[src/design/symop_power_reduce_core_defines.svh]
// Assertion macros for the symmetry operation power reduction block.
// Uses the clk and rst names of the module that includes it.
`ifndef SYMOP_POWER_REDUCE_CORE_DEFINES_SVH
`define SYMOP_POWER_REDUCE_CORE_DEFINES_SVH

`ifndef ASSERT_OFF
`define SPR_ASSERT_IMP(label, ante, cons, msg) \
  label: assert property (@(posedge clk) disable iff (rst) (ante) |-> (cons)) else $error(msg);
`define SPR_ASSERT_NXT(label, ante, cons, msg) \
  label: assert property (@(posedge clk) disable iff (rst) (ante) |=> (cons)) else $error(msg);
`else
`define SPR_ASSERT_IMP(label, ante, cons, msg)
`define SPR_ASSERT_NXT(label, ante, cons, msg)
`endif

`endif

[src/design/spr_pkg.sv]
// Shared widths, operation codes and constants for the power reduction block.
// No dependencies.
package spr_pkg;

  localparam int MAX_ORDER     = 255;
  localparam int EXPONENT_BITS = 16;

  localparam int TYPE_W   = 3;
  localparam int ORIENT_W = 2;
  localparam int ORDER_W  = 8;
  localparam int POWER_W  = 9;
  localparam int EXP_W    = 16;
  localparam int PROD_W   = POWER_W + EXP_W;
  localparam int DIV_W    = ORDER_W + 1;
  localparam int CNT_W    = $clog2(PROD_W + 1);

  typedef logic [TYPE_W-1:0] op_code_t;

  localparam op_code_t OP_IDENT    = 3'd0;
  localparam op_code_t OP_PROPER   = 3'd1;
  localparam op_code_t OP_IMPROPER = 3'd2;
  localparam op_code_t OP_REFLECT  = 3'd3;
  localparam op_code_t OP_INVERT   = 3'd4;

  localparam logic [ORDER_W-1:0] MAX_ORDER_C = ORDER_W'(MAX_ORDER);
  localparam logic [EXP_W-1:0]   EXP_MASK    = EXP_W'((64'd1 << EXPONENT_BITS) - 64'd1);

endpackage

[src/design/spr_in_if.sv]
// Input channel: one symmetry operation and exponent per transfer.
// Depends on spr_pkg.
interface spr_in_if;
  import spr_pkg::*;

  logic                valid;
  logic                ready;
  logic [TYPE_W-1:0]   op_type;
  logic [ORIENT_W-1:0] orientation;
  logic [ORDER_W-1:0]  order;
  logic [POWER_W-1:0]  power_in;
  logic [EXP_W-1:0]    exponent;

  modport source (output valid, op_type, orientation, order, power_in, exponent,
                  input ready);
  modport sink (input valid, op_type, orientation, order, power_in, exponent,
                output ready);
endinterface

[src/design/spr_out_if.sv]
// Output channel: one reduced symmetry operation per transfer.
// Depends on spr_pkg.
interface spr_out_if;
  import spr_pkg::*;

  logic                valid;
  logic                ready;
  logic [TYPE_W-1:0]   out_type;
  logic [ORDER_W-1:0]  out_order;
  logic [POWER_W-1:0]  out_power;
  logic [ORIENT_W-1:0] out_orientation;

  modport source (output valid, out_type, out_order, out_power, out_orientation,
                  input ready);
  modport sink (input valid, out_type, out_order, out_power, out_orientation,
                output ready);
endinterface

[src/design/symop_power_reduce_core.sv]
// Symmetry operation power reduction core: sequencer around one shared divider.
// Depends on spr_pkg, spr_in_if, spr_out_if and symop_power_reduce_core_defines.svh.
//
// Raises one point-group operation to a non-negative exponent and returns its
// canonical form. One operation is in flight at a time; req.ready is high only
// while the core is idle. Identity, reflection, inversion and unknown types go
// straight from the transfer to S_FIN. A rotation of non-zero order first forms
// p*e mod 2n; unless the power reduces to identity, it then runs Euclid's gcd of n
// and the reduced power, at most 11 Euclid steps for 8-bit orders, and divides
// the order and the power by the gcd. An improper power may then be re-reduced.
// All divisions share the single restoring divider, which retires one quotient
// bit per cycle. S_FIN holds the result until the output register is free. A
// finished result waits in the output register while the next transfer is taken.
`include "symop_power_reduce_core_defines.svh"

module symop_power_reduce_core (
  input  logic      clk,
  input  logic      rst,
  spr_in_if.sink    req,
  spr_out_if.source rsp
);
  import spr_pkg::*;

  typedef enum logic [3:0] {
    S_IDLE, S_MUL, S_DIVR, S_QCHK, S_GCD, S_DIVO, S_DIVP, S_POST, S_ADJ, S_FIX, S_FIN
  } state_t;

  state_t              state;
  op_code_t            typ;
  logic [ORIENT_W-1:0] orient;
  logic [ORDER_W-1:0]  n;
  logic [POWER_W-1:0]  p;
  logic [EXP_W-1:0]    e;
  logic [DIV_W-1:0]    r;
  logic [ORDER_W-1:0]  q;
  op_code_t            rt;
  logic [ORDER_W-1:0]  ro;
  logic [POWER_W-1:0]  rp;

  // shared divider
  logic [PROD_W-1:0]   dq;
  logic [DIV_W-1:0]    rem;
  logic [DIV_W-1:0]    dvs;
  logic [CNT_W-1:0]    cnt;

  logic                ovalid;
  op_code_t            o_type;
  logic [ORDER_W-1:0]  o_order;
  logic [POWER_W-1:0]  o_power;
  logic [ORIENT_W-1:0] o_orient;

  logic [DIV_W:0]      rem_sh;
  logic                div_ge;
  logic [DIV_W-1:0]    rem_nx;
  logic [PROD_W-1:0]   dq_nx;
  logic                div_last;
  logic [ORDER_W-1:0]  q_c;
  logic [ORDER_W-1:0]  n_in;
  logic [POWER_W-1:0]  p_in;
  logic [EXP_W-1:0]    e_in;
  logic                o_load;

  localparam logic [PROD_W-DIV_W-1:0] LOW_ZERO = '0;
  localparam logic [CNT_W-1:0]        LONG_STEPS  = CNT_W'(PROD_W);
  localparam logic [CNT_W-1:0]        SHORT_STEPS = CNT_W'(DIV_W);

  always_comb begin
    rem_sh   = {rem, dq[PROD_W-1]};
    div_ge   = rem_sh >= {1'b0, dvs};
    rem_nx   = div_ge ? DIV_W'(rem_sh - {1'b0, dvs}) : rem_sh[DIV_W-1:0];
    dq_nx    = {dq[PROD_W-2:0], div_ge};
    div_last = cnt == CNT_W'(1);
    q_c      = (r >= {1'b0, n}) ? ORDER_W'(r - {1'b0, n}) : r[ORDER_W-1:0];
    n_in     = (req.order > MAX_ORDER_C) ? MAX_ORDER_C : req.order;
    p_in     = (req.power_in == '0) ? POWER_W'(1) : req.power_in;
    e_in     = req.exponent & EXP_MASK;
    o_load   = (state == S_FIN) && (!ovalid || rsp.ready);
  end

  assign req.ready           = state == S_IDLE;
  assign rsp.valid           = ovalid;
  assign rsp.out_type        = o_type;
  assign rsp.out_order       = o_order;
  assign rsp.out_power       = o_power;
  assign rsp.out_orientation = o_orient;

  always_ff @(posedge clk) begin
    if (rst) begin
      state  <= S_IDLE;
      ovalid <= 1'b0;
    end else begin
      if (o_load) begin
        ovalid <= 1'b1;
      end else if (rsp.ready) begin
        ovalid <= 1'b0;
      end
      unique case (state)
        S_IDLE: begin
          if (req.valid) begin
            typ    <= req.op_type;
            orient <= req.orientation;
            n      <= n_in;
            p      <= p_in;
            e      <= e_in;
            ro     <= '0;
            rp     <= POWER_W'(1);
            if (req.op_type == OP_PROPER || req.op_type == OP_IMPROPER) begin
              state <= S_MUL;
            end else begin
              if ((req.op_type == OP_REFLECT || req.op_type == OP_INVERT) && e_in[0]) begin
                rt <= req.op_type;
              end else begin
                rt <= OP_IDENT;
              end
              state <= S_FIN;
            end
          end
        end
        S_MUL: begin
          if (n == '0) begin
            r     <= '0;
            state <= S_QCHK;
          end else begin
            dq    <= PROD_W'(p) * PROD_W'(e);
            rem   <= '0;
            dvs   <= {n, 1'b0};
            cnt   <= LONG_STEPS;
            state <= S_DIVR;
          end
        end
        S_DIVR: begin
          dq  <= dq_nx;
          rem <= rem_nx;
          cnt <= cnt - CNT_W'(1);
          if (div_last) begin
            r     <= rem_nx;
            state <= S_QCHK;
          end
        end
        S_QCHK: begin
          q <= q_c;
          if (q_c == '0) begin
            rt    <= OP_IDENT;
            ro    <= '0;
            rp    <= POWER_W'(1);
            state <= S_POST;
          end else begin
            dq    <= {1'b0, n, LOW_ZERO};
            rem   <= '0;
            dvs   <= {1'b0, q_c};
            cnt   <= SHORT_STEPS;
            state <= S_GCD;
          end
        end
        S_GCD: begin
          if (div_last) begin
            rem <= '0;
            cnt <= SHORT_STEPS;
            if (rem_nx == '0) begin
              // dvs now holds the gcd
              dq    <= {1'b0, n, LOW_ZERO};
              state <= S_DIVO;
            end else begin
              dq  <= {dvs, LOW_ZERO};
              dvs <= rem_nx;
            end
          end else begin
            dq  <= dq_nx;
            rem <= rem_nx;
            cnt <= cnt - CNT_W'(1);
          end
        end
        S_DIVO: begin
          if (div_last) begin
            ro    <= dq_nx[ORDER_W-1:0];
            dq    <= {1'b0, q, LOW_ZERO};
            rem   <= '0;
            cnt   <= SHORT_STEPS;
            state <= S_DIVP;
          end else begin
            dq  <= dq_nx;
            rem <= rem_nx;
            cnt <= cnt - CNT_W'(1);
          end
        end
        S_DIVP: begin
          dq  <= dq_nx;
          rem <= rem_nx;
          cnt <= cnt - CNT_W'(1);
          if (div_last) begin
            rp    <= dq_nx[POWER_W-1:0];
            rt    <= OP_PROPER;
            state <= S_POST;
          end
        end
        S_POST: begin
          priority if (typ != OP_IMPROPER) begin
            state <= S_FIN;
          end else if (rt == OP_IDENT && e == '0) begin
            state <= S_FIN;
          end else if (rt == OP_IDENT && n[0] && r == {1'b0, n}) begin
            rt    <= OP_REFLECT;
            ro    <= '0;
            rp    <= POWER_W'(1);
            state <= S_FIN;
          end else if (r > {1'b0, n} && n[0] && r[0]) begin
            // odd order, odd r past n: advance by n, reduce mod twice the reduced order
            dq    <= {POWER_W'(rp + {1'b0, n}), LOW_ZERO};
            rem   <= '0;
            dvs   <= {ro, 1'b0};
            cnt   <= SHORT_STEPS;
            state <= S_ADJ;
          end else begin
            state <= S_FIX;
          end
        end
        S_ADJ: begin
          dq  <= dq_nx;
          rem <= rem_nx;
          cnt <= cnt - CNT_W'(1);
          if (div_last) begin
            rp    <= rem_nx;
            state <= S_FIX;
          end
        end
        S_FIX: begin
          if (r[0] && ro == ORDER_W'(2)) begin
            rt <= OP_INVERT;
            ro <= '0;
            rp <= POWER_W'(1);
          end else if (r[0]) begin
            rt <= OP_IMPROPER;
          end
          state <= S_FIN;
        end
        S_FIN: begin
          if (o_load) begin
            o_type   <= rt;
            o_order  <= ro;
            o_power  <= rp;
            o_orient <= orient;
            state    <= S_IDLE;
          end
        end
        default: begin
          state <= S_IDLE;
        end
      endcase
    end
  end

  `SPR_ASSERT_IMP(a_plain_result_fields, rsp.valid && rsp.out_type != OP_PROPER && rsp.out_type != OP_IMPROPER, rsp.out_order == '0 && rsp.out_power == POWER_W'(1), "non-rotation result with order or power set")
  `SPR_ASSERT_IMP(a_proper_power_below_order, rsp.valid && rsp.out_type == OP_PROPER, rsp.out_power < POWER_W'(rsp.out_order), "proper rotation power not below its order")
  `SPR_ASSERT_IMP(a_div_rem_below_divisor, state == S_DIVR || state == S_GCD || state == S_DIVO || state == S_DIVP || state == S_ADJ, rem < dvs && dvs != '0, "divider remainder out of range")
  `SPR_ASSERT_NXT(a_transfer_leaves_idle, req.valid && req.ready, state != S_IDLE, "transfer taken but sequencer stayed idle")

endmodule
[src/flat_wrapper.sv]
// flat-port wrapper written by rule: the top's interface ports become plain ports
module symop_power_reduce_core_flat import spr_pkg::*;
  (clk, rst, req_valid, req_op_type, req_orientation, req_order, req_power_in, req_exponent, req_ready, rsp_valid, rsp_out_type, rsp_out_order, rsp_out_power, rsp_out_orientation, rsp_ready);
  spr_in_if req_i ();
  spr_out_if rsp_i ();
  input  logic clk;
  input  logic rst;
  input wire logic [$bits(req_i.valid)-1:0] req_valid;
  input wire logic [$bits(req_i.op_type)-1:0] req_op_type;
  input wire logic [$bits(req_i.orientation)-1:0] req_orientation;
  input wire logic [$bits(req_i.order)-1:0] req_order;
  input wire logic [$bits(req_i.power_in)-1:0] req_power_in;
  input wire logic [$bits(req_i.exponent)-1:0] req_exponent;
  output wire logic [$bits(req_i.ready)-1:0] req_ready;
  output wire logic [$bits(rsp_i.valid)-1:0] rsp_valid;
  output wire logic [$bits(rsp_i.out_type)-1:0] rsp_out_type;
  output wire logic [$bits(rsp_i.out_order)-1:0] rsp_out_order;
  output wire logic [$bits(rsp_i.out_power)-1:0] rsp_out_power;
  output wire logic [$bits(rsp_i.out_orientation)-1:0] rsp_out_orientation;
  input wire logic [$bits(rsp_i.ready)-1:0] rsp_ready;
  assign req_i.valid = req_valid;
  assign req_i.op_type = req_op_type;
  assign req_i.orientation = req_orientation;
  assign req_i.order = req_order;
  assign req_i.power_in = req_power_in;
  assign req_i.exponent = req_exponent;
  assign req_ready = req_i.ready;
  assign rsp_valid = rsp_i.valid;
  assign rsp_out_type = rsp_i.out_type;
  assign rsp_out_order = rsp_i.out_order;
  assign rsp_out_power = rsp_i.out_power;
  assign rsp_out_orientation = rsp_i.out_orientation;
  assign rsp_i.ready = rsp_ready;
  symop_power_reduce_core u_core (.clk(clk), .rst(rst), .req(req_i), .rsp(rsp_i));
endmodule
[config.mk]
export PLATFORM = sky130hd
export DESIGN_NAME = symop_power_reduce_core_flat
export DESIGN_NICKNAME = d
export VERILOG_FILES = /design/src/design/spr_pkg.sv /design/src/design/spr_in_if.sv /design/src/design/spr_out_if.sv /design/src/design/symop_power_reduce_core.sv /design/src/flat_wrapper.sv
export VERILOG_INCLUDE_DIRS = /design/src /design/src/design
export SDC_FILE = /design/constraint.sdc
export NUM_CORES = 1
export LEC_CHECK = 0
export ABC_CLOCK_PERIOD_IN_PS = 6000
export BUFFER_PORTS_ARGS = -buffer_cell sky130_fd_sc_hd__buf_2
export CAP_MARGIN = 0
export CELL_PAD_IN_SITES_DETAIL_PLACEMENT = 1
export CELL_PAD_IN_SITES_GLOBAL_PLACEMENT = 2
export CORE_MARGIN = 2
export CORE_UTILIZATION = 41
export DETAILED_ROUTE_END_ITERATION = 10
export HOLD_SLACK_MARGIN = 0.12
export MAX_ROUTING_LAYER = met4
export PLACE_DENSITY_LB_ADDON = 0.15
export SLEW_MARGIN = 20
export SYNTH_ARGS = -nofsm -noshare
export SYNTH_HDL_FRONTEND = slang
export SYNTH_SLANG_ARGS = --single-unit
[constraint.sdc]
create_clock -name clk -period 6 [get_ports clk]
set_clock_uncertainty 0.05 [all_clocks]
set_input_delay 0.3 -clock clk [delete_from_list [all_inputs] [get_ports clk]]
set_output_delay 0.3 -clock clk [all_outputs]
set_load 0.01 [all_outputs]
==> results.sh, run 1 <==
export IMPL_status="finished, final reports clean"
export IMPL_synthTopCellsByArea="edfxtp_1 (35%), fa_1 (16%), ha_1 (7.2%)"
export IMPL_clk_latency_ns=0.45
export IMPL_row_count=64
export IMPL_crit_buf_inv=3
export IMPL_setup_tns_final_ns=0
export IMPL_wire_per_inst_um=21.0
export IMPL_cap_viol_max_count=0
export IMPL_ys_dominant_reg_cell="edfxtp_1"
export IMPL_die_h_um=179
export IMPL_finalCriticalPeriod_ns=5.56
export IMPL_leakage_uw=0.00599
export IMPL_worst_pin_slew_ns=1.01
export IMPL_fill_cells=3408
export IMPL_hpwl_um=28300
export IMPL_total_power_uw=9040
export IMPL_min_period_over_period_pct=92.7
export IMPL_vias_per_cell=5.48
export IMPL_place_congestion=0.845
export IMPL_slew_headroom_pct=32.4
export IMPL_grt_pass1_wl_um=58100
export IMPL_die_area_sq_um=32000
export IMPL_clkTransAtPathRegs_ns=0.07
export IMPL_syn_cell_area_sq_um=12600
export IMPL_rsz0062_at_grt="no"
export IMPL_syn_avg_cell_area_sq_um=9.83
export IMPL_cp_cell_sequence="nand2_1 > fa_1 > inv_1 > fa_1 > inv_1 > fa_1 > fa_1 > inv_1 > ha_1 > o211a_1 > o31ai_1 > a211oi_1 > o2111ai_1 > a31oi_1 > nor4_1 > a31oi_1 > o211ai_1"
export IMPL_antenna_found_initial=1
export IMPL_cts_sinks=150
export IMPL_coreArea_sq_um=30300
export IMPL_cts_resized=0
export IMPL_place_ws_ns=0.503
export IMPL_multi_input_area_sq_um=7260
export IMPL_io_buffers=65
export IMPL_ys_seq_area_share_pct=35.5
export IMPL_synth_seq_cells=150
export IMPL_maxSlewViolCount=0
export IMPL_fmax_ghz=0.180
export IMPL_cp_end_kind="flop"
export IMPL_drt_total_wl_um=37000
export IMPL_max_stage_delay_ns=0.78
export IMPL_clockRootBuffer="clkbuf_16"
export IMPL_yosysWarnings=0
export IMPL_drtPass1Iterations=5
export IMPL_finalSetupViolations=0
export IMPL_crit_required_ns=6.14
export IMPL_die_w_um=179
export IMPL_ant_nets=0
export IMPL_worstSetupStartpointType="flop"
export IMPL_ys_async_sr_fraction_pct=0
export IMPL_crit_fanout=16
export IMPL_syn2layout_area_growth_pct=13.1
export IMPL_drt_iter0_markers=495
export IMPL_htree_levels=4
export IMPL_synth_top_area_share_pct=34.7
export IMPL_drive_gt1_share_pct=10.2
export IMPL_cp_arrival_ns=5.70
export IMPL_grt_usage_pct=25.0
export IMPL_powerDensity_nw_per_um2=636
export IMPL_synth_top_area_cell="edfxtp_1"
export IMPL_grt_ovfl_total=0
export IMPL_synth_edf_count=145
export IMPL_cp_slowest_cell="edfxtp_1"
export IMPL_ys_types=78
export IMPL_ir_worst_vdd_mv=0.317
export IMPL_initial_core_util_pct=41.4
export IMPL_grt_max_degree=39
export IMPL_cts_buffer_depth=2
export IMPL_final_cell_mix="inv_1 (157), nand2_1 (145), edfxtp_1 (145)"
export IMPL_final_nets=1566
export IMPL_syn_nets=1493
export IMPL_netlist_instances=1277
export IMPL_cts_buffers=17
export IMPL_final_common_cell="inv_1"
export IMPL_cpMostUsedCell="fa_1"
export IMPL_hold_viol=0
export IMPL_vias=9645
export IMPL_regArea_sq_um=4450
export IMPL_finalWorstSetupSlack_ns=0.437
export IMPL_crit_family="adder cells"
export IMPL_grt_pass1_vias=10300
export IMPL_ios=66
export IMPL_hold_class="input pin to flop"
export IMPL_crit_type="flop to flop"
export IMPL_cts_tree="yes"
export IMPL_post_route_drc_count=0
==> report_power, final <==
part | switching, uW | internal [uW] | leakage [uW]
registers | 284 | 1680 | 0.00138
clock network | 516 | 592 | 0.000290
logic | 3570 | 2400 | 0.00432
==> per-layer routing <==
| layer | wire length (um) | track usage [%] | up-vias |
|---|---|---|---|
| met5 | 0 | - | - |
| met4 | 1160 | 9.04 | 0 |
| met3 | 1630 | 4.28 | 51 |
| met2 | 18000 | 41.6 | 221 |
| met1 | 16200 | 30.5 | 4847 |
| li1 | - | - | 4526 |
==> logic make-up (layout without fill, tap and decap cells) <==
kind of cell,count (synthesis),in the layout,synth area share (%)
AO/OA/AOI/OAI,219,219,11.8
XOR/XNOR,33,33,2.30
adder cells (fa/ha/maj),174,174,23.4
buffers and inverters,221,307,6.95
flip-flops,150,150,35.5
multiplexers,24,24,1.98
other,0,1,0
AND/OR/NAND/NOR,456,456,18.1
==> layout make-up <==
| type | instances | area share (%) |
|---|---|---|
| clock inverters | 15 | 1.12 |
| multi-input cells | 906 | 51.1 |
| inverters | 157 | 4.15 |
| diodes | 1 | 0.0176 |
| clock buffers | 17 | 2.99 |
| repair buffers | 118 | 5.78 |
| well taps | 396 | 3.49 |
| flip-flops and latches | 150 | 31.4 |
==> repair_timing <==
item,4_1_cts,5_1_grt
hold buffers,39,0
setup buffers,0,0
hold endpoints to repair,39,0
endpoints found under the setup margin,0,0
==> worst paths after layout <==
path	startpoint	end	slack, ns	depth (start not counted)
setup / recovery	u_core.p[1]	u_core.dq[24]	0.44	17
setup reg to reg	u_core.p[1]	u_core.dq[24]	0.44	17
hold reg to reg	u_core.orient[1]	u_core.rsp.out_orientation[1]	0.37	0
hold / removal	rst	u_core.state[3]	0.18	2
==> sequential cells by signal, summed over array words and instances (netlist names) <==
signal,count
u_core.dq,25
u_core.e,16
u_core.dvs,9
u_core.p,9
u_core.r,9
u_core.rem,9
u_core.rp,9
u_core.rsp.out_power,9
u_core.n,8
u_core.q,8
u_core.ro,8
u_core.rsp.out_order,8
u_core.cnt,5
u_core.state,4
u_core.rsp.out_type,3
u_core.rt,3
u_core.typ,3
u_core.orient,2
u_core.rsp.out_orientation,2
u_core.rsp.valid,1
==> per-stage QoR <==
| stage | hold WS (ns) | area [sq um] | util [%] | cells |
|---|---|---|---|---|
| after floorplan | 0.349 | 12600 | - | 1277 |
| after global placement | 0.357 | 13200 | 43.6 | 1688 |
| after detailed placement | 0.361 | 13200 | 43.6 | 1688 |
| after CTS | 0.146 | 14200 | 46.8 | 1759 |
| after global routing | 0.168 | 14200 | 46.8 | 1760 |
| final | 0.177 | 14200 | 46.8 | 1760 |
==> synthesized netlist by cell type (all sizes together), types with 4 or more instances <==
master	instances
a21o	11
buf	6
o21ai	61
dfxtp	5
nor2	92
o31ai	7
a21oi	47
nor3b	6
nor4	14
o21a	7
a222oi	6
nand2	145
nand4	11
a31oi	8
a211oi	10
fa	102
o211ai	12
a22o	4
clkbuf	57
ha	72
nand3	20
mux2i	17
nor2b	13
xnor2	17
o311ai	4
xor2	16
and3	14
nor3	24
mux2	7
inv	157
o22ai	5
o31a	5
nand3b	4
edfxtp	145
and2	86
nand2b	8
a21boi	4
==> worst register-to-register path: cells and delay by family, from the launching register on <==
| family | cells | cell delay, ns |
|---|---|---|
| AOI/OAI and AO/OA | 7 | 1.66 |
| buffers and inverters | 3 | 0.16 |
| and+or+nand+nor | 2 | 0.26 |
| DFF | 1 | 0.78 |
| adders and majority gates | 5 | 2.39 |
No activity file was read; power rests on OpenSTA's default activity.
==> run 2, diff against run 1 <==
Settings changed: CORE_MARGIN 2 to not set.
==> run 2 against run 1 <==
Final area increased by 0.19%. Combinational power about the same. Maximum frequency increased by 1.8%. Power increased by 0.94%. Non-clock buffer count unchanged. Hold slack improved by 0.025 ns. Clock power increased by 7%. Routed wire length decreased by 0.18%. Critical endpoint unchanged. Highest routed layer unchanged.
==> results.sh, run 2 (synthesis gave the netlist of run 1 again) <==
export IMPL_crit_fanout=16
export IMPL_clk_latency_ns=0.45
export IMPL_r2r_start="u_core.p[6]"
export IMPL_grt_usage_pct=25.6
export IMPL_cp_arrival_ns=5.61
export IMPL_top_layer="met4"
export IMPL_largest_reg_flops=25
export IMPL_crit_family="adder cells"
export IMPL_worst_hold_startpoint="rst"
export IMPL_p_sw_share_pct=48.0
export IMPL_slew_headroom_pct=33.8
export IMPL_status="finished, final reports clean"
export IMPL_clkTransAtPathRegs_ns=0.07
export IMPL_finalSetupViolations=0
export IMPL_r2r_end="u_core.dq[24]"
export IMPL_hpwl_um=28300
export IMPL_wl_met2_um=18300
export IMPL_post_route_drc_count=0
export IMPL_pwr_share_comb_pct=65.4
export IMPL_cp_end_kind="flop"
export IMPL_leakage_uw=0.00601
export IMPL_setup_tns_final_ns=0
export IMPL_clockRootBuffer="clkbuf_16"
export IMPL_grt_pass1_vias=10200
export IMPL_diodes=0
export IMPL_min_to="u_core.state[3]"
export IMPL_row_count=63
export IMPL_rsz0062_at_grt="no"
export IMPL_maxSlewViolCount=0
export IMPL_drtPass1Iterations=5
export IMPL_worstSetupStartpointType="flop"
export IMPL_reg_largest_list="u_core.dq (25), u_core.e (16)"
export IMPL_grt_ovfl_total=0
export IMPL_regMostFlops="u_core.dq"
export IMPL_cts_buffer_depth=2
export IMPL_grt_max_degree=39
export IMPL_switchingPower_uw=4380
export IMPL_cpMostUsedCell="fa_1"
export IMPL_intPower_uw=4740
export IMPL_final_cell_mix="inv_1 (157), nand2_1 (145), edfxtp_1 (145)"
export IMPL_place_ws_ns=0.546
export IMPL_cp_slowest_cell="edfxtp_1"
export IMPL_ant_nets=0
export IMPL_cap_viol_max_count=0
export IMPL_antenna_found_initial=0
export IMPL_syn2layout_area_growth_pct=13.3
export IMPL_worst_pin_slew_ns=0.990
export IMPL_cts_tree="yes"
export IMPL_wire_per_inst_um=21.0
export IMPL_vias_per_cell=5.49
export IMPL_placed_cells=1682
export IMPL_cp_cell_sequence="and2_1 > fa_1 > fa_1 > fa_1 > inv_1 > fa_1 > inv_1 > ha_1 > o21a_1 > o21ai_0 > a211oi_1 > o2111ai_1 > a31oi_1 > nor4_1 > a31oi_1 > o211ai_1"
export IMPL_grt_pass1_wl_um=58400
export IMPL_cts_sinks=150
export IMPL_crit_type="flop to flop"
export IMPL_fmax_ghz=0.183
export IMPL_min_period_over_period_pct=91.1
export IMPL_max_stage_delay_ns=0.75
export IMPL_pwr_share_clk_pct=13.1
export IMPL_die_h_um=177
export IMPL_cts_resized=0
export IMPL_hold_class="input pin to flop"
export IMPL_initial_core_util_pct=42.0
export IMPL_drt_total_wl_um=36900
export IMPL_whs_path_depth=2
export IMPL_powerDensity_nw_per_um2=641
export IMPL_place_congestion=0.939
export IMPL_vias=9624
export IMPL_wl_met1_um=16600
export IMPL_ios=66
export IMPL_final_common_cell="inv_1"
export IMPL_ir_worst_vdd_mv=0.325
export IMPL_io_buffers=65
export IMPL_finalCriticalPeriod_ns=5.47
export IMPL_r2r_cells=16
export IMPL_drt_iter0_markers=683
export IMPL_dr_wl_met3_um=1240
export IMPL_htree_levels=4
export IMPL_crit_required_ns=6.14
export IMPL_coreArea_sq_um=29900
export IMPL_hold_viol=0
export IMPL_drive_gt1_share_pct=10.1
export IMPL_stdcell_count=1753
export IMPL_ff2ff_setup_slack_ns=0.53
export IMPL_p_seq_share_pct=21.5
export IMPL_die_area_sq_um=31300
export IMPL_crit_buf_inv=2
export IMPL_final_nets=1566
export IMPL_cts_buffers=17
export IMPL_die_w_um=177
export IMPL_finalWorstSetupSlack_ns=0.534
==> run 2: how the worst max path moves through the flow <==
stage | start | endpoint | slack [ns] | cells after the start
floorplan | u_core.p[8] | u_core.dq[23] | 1.14 | 17
global placement | u_core.p[2] | u_core.dq[24] | 0.66 | 17
detailed placement | u_core.p[5] | u_core.dq[24] | 0.55 | 17
CTS | u_core.p[1] | u_core.dq[24] | 0.54 | 17
global route | u_core.p[2] | u_core.dq[24] | 0.20 | 17
finish | u_core.p[6] | u_core.dq[24] | 0.53 | 16
==> run 2: final cells by class <==
cell class / count / area [sq um]
clock buffers: 17 / 425
flip-flops and latches: 150 / 4450
well taps: 390 / 488
multi-input cells: 906 / 7250
fillers: 3317 / 15600
repair buffers: 118 / 821
inverters: 157 / 589
clock inverters: 15 / 206
==> run 2: timing repair <==
action                    CTS  global route
hold endpoints to repair   39             0
buffers inserted            0             0
hold buffers               39             0
==> run 2: per-stage QoR <==
step           cell area [sq um]  total power (uW)  hold WS, ns  utilization, %
3_5_place_dp               13200              7930        0.362            44.2
3_3_place_gp               13200              7800        0.361            44.2
2_1_floorplan              12600              6330        0.349               -
6_report                   14200              9120        0.202            47.6
5_1_grt                    14200             10100        0.202            47.6
4_1_cts                    14200              9210        0.184            47.6
==> run 2: power groups by stage <==
| stage | combinational [uW] | clock (uW) | sequential [uW] |
|---|---|---|---|
| after floorplan | 4530 | 0 | 1800 |
| after global placement | 5830 | 0 | 1970 |
| after detailed placement | 5950 | 0 | 1980 |
| after CTS | 6030 | 1210 | 1960 |
| after global routing | 6830 | 1240 | 1990 |
| final | 5970 | 1190 | 1960 |
==> run 2: routing by layer <==
| metal | GRT usage (%) | vias up |
|---|---|---|
| met2 | 43.1 | 206 |
| met5 | - | - |
| met3 | 3.44 | 34 |
| met1 | 32.3 | 4852 |
| met4 | 6.61 | 0 |
| li1 | - | 4532 |
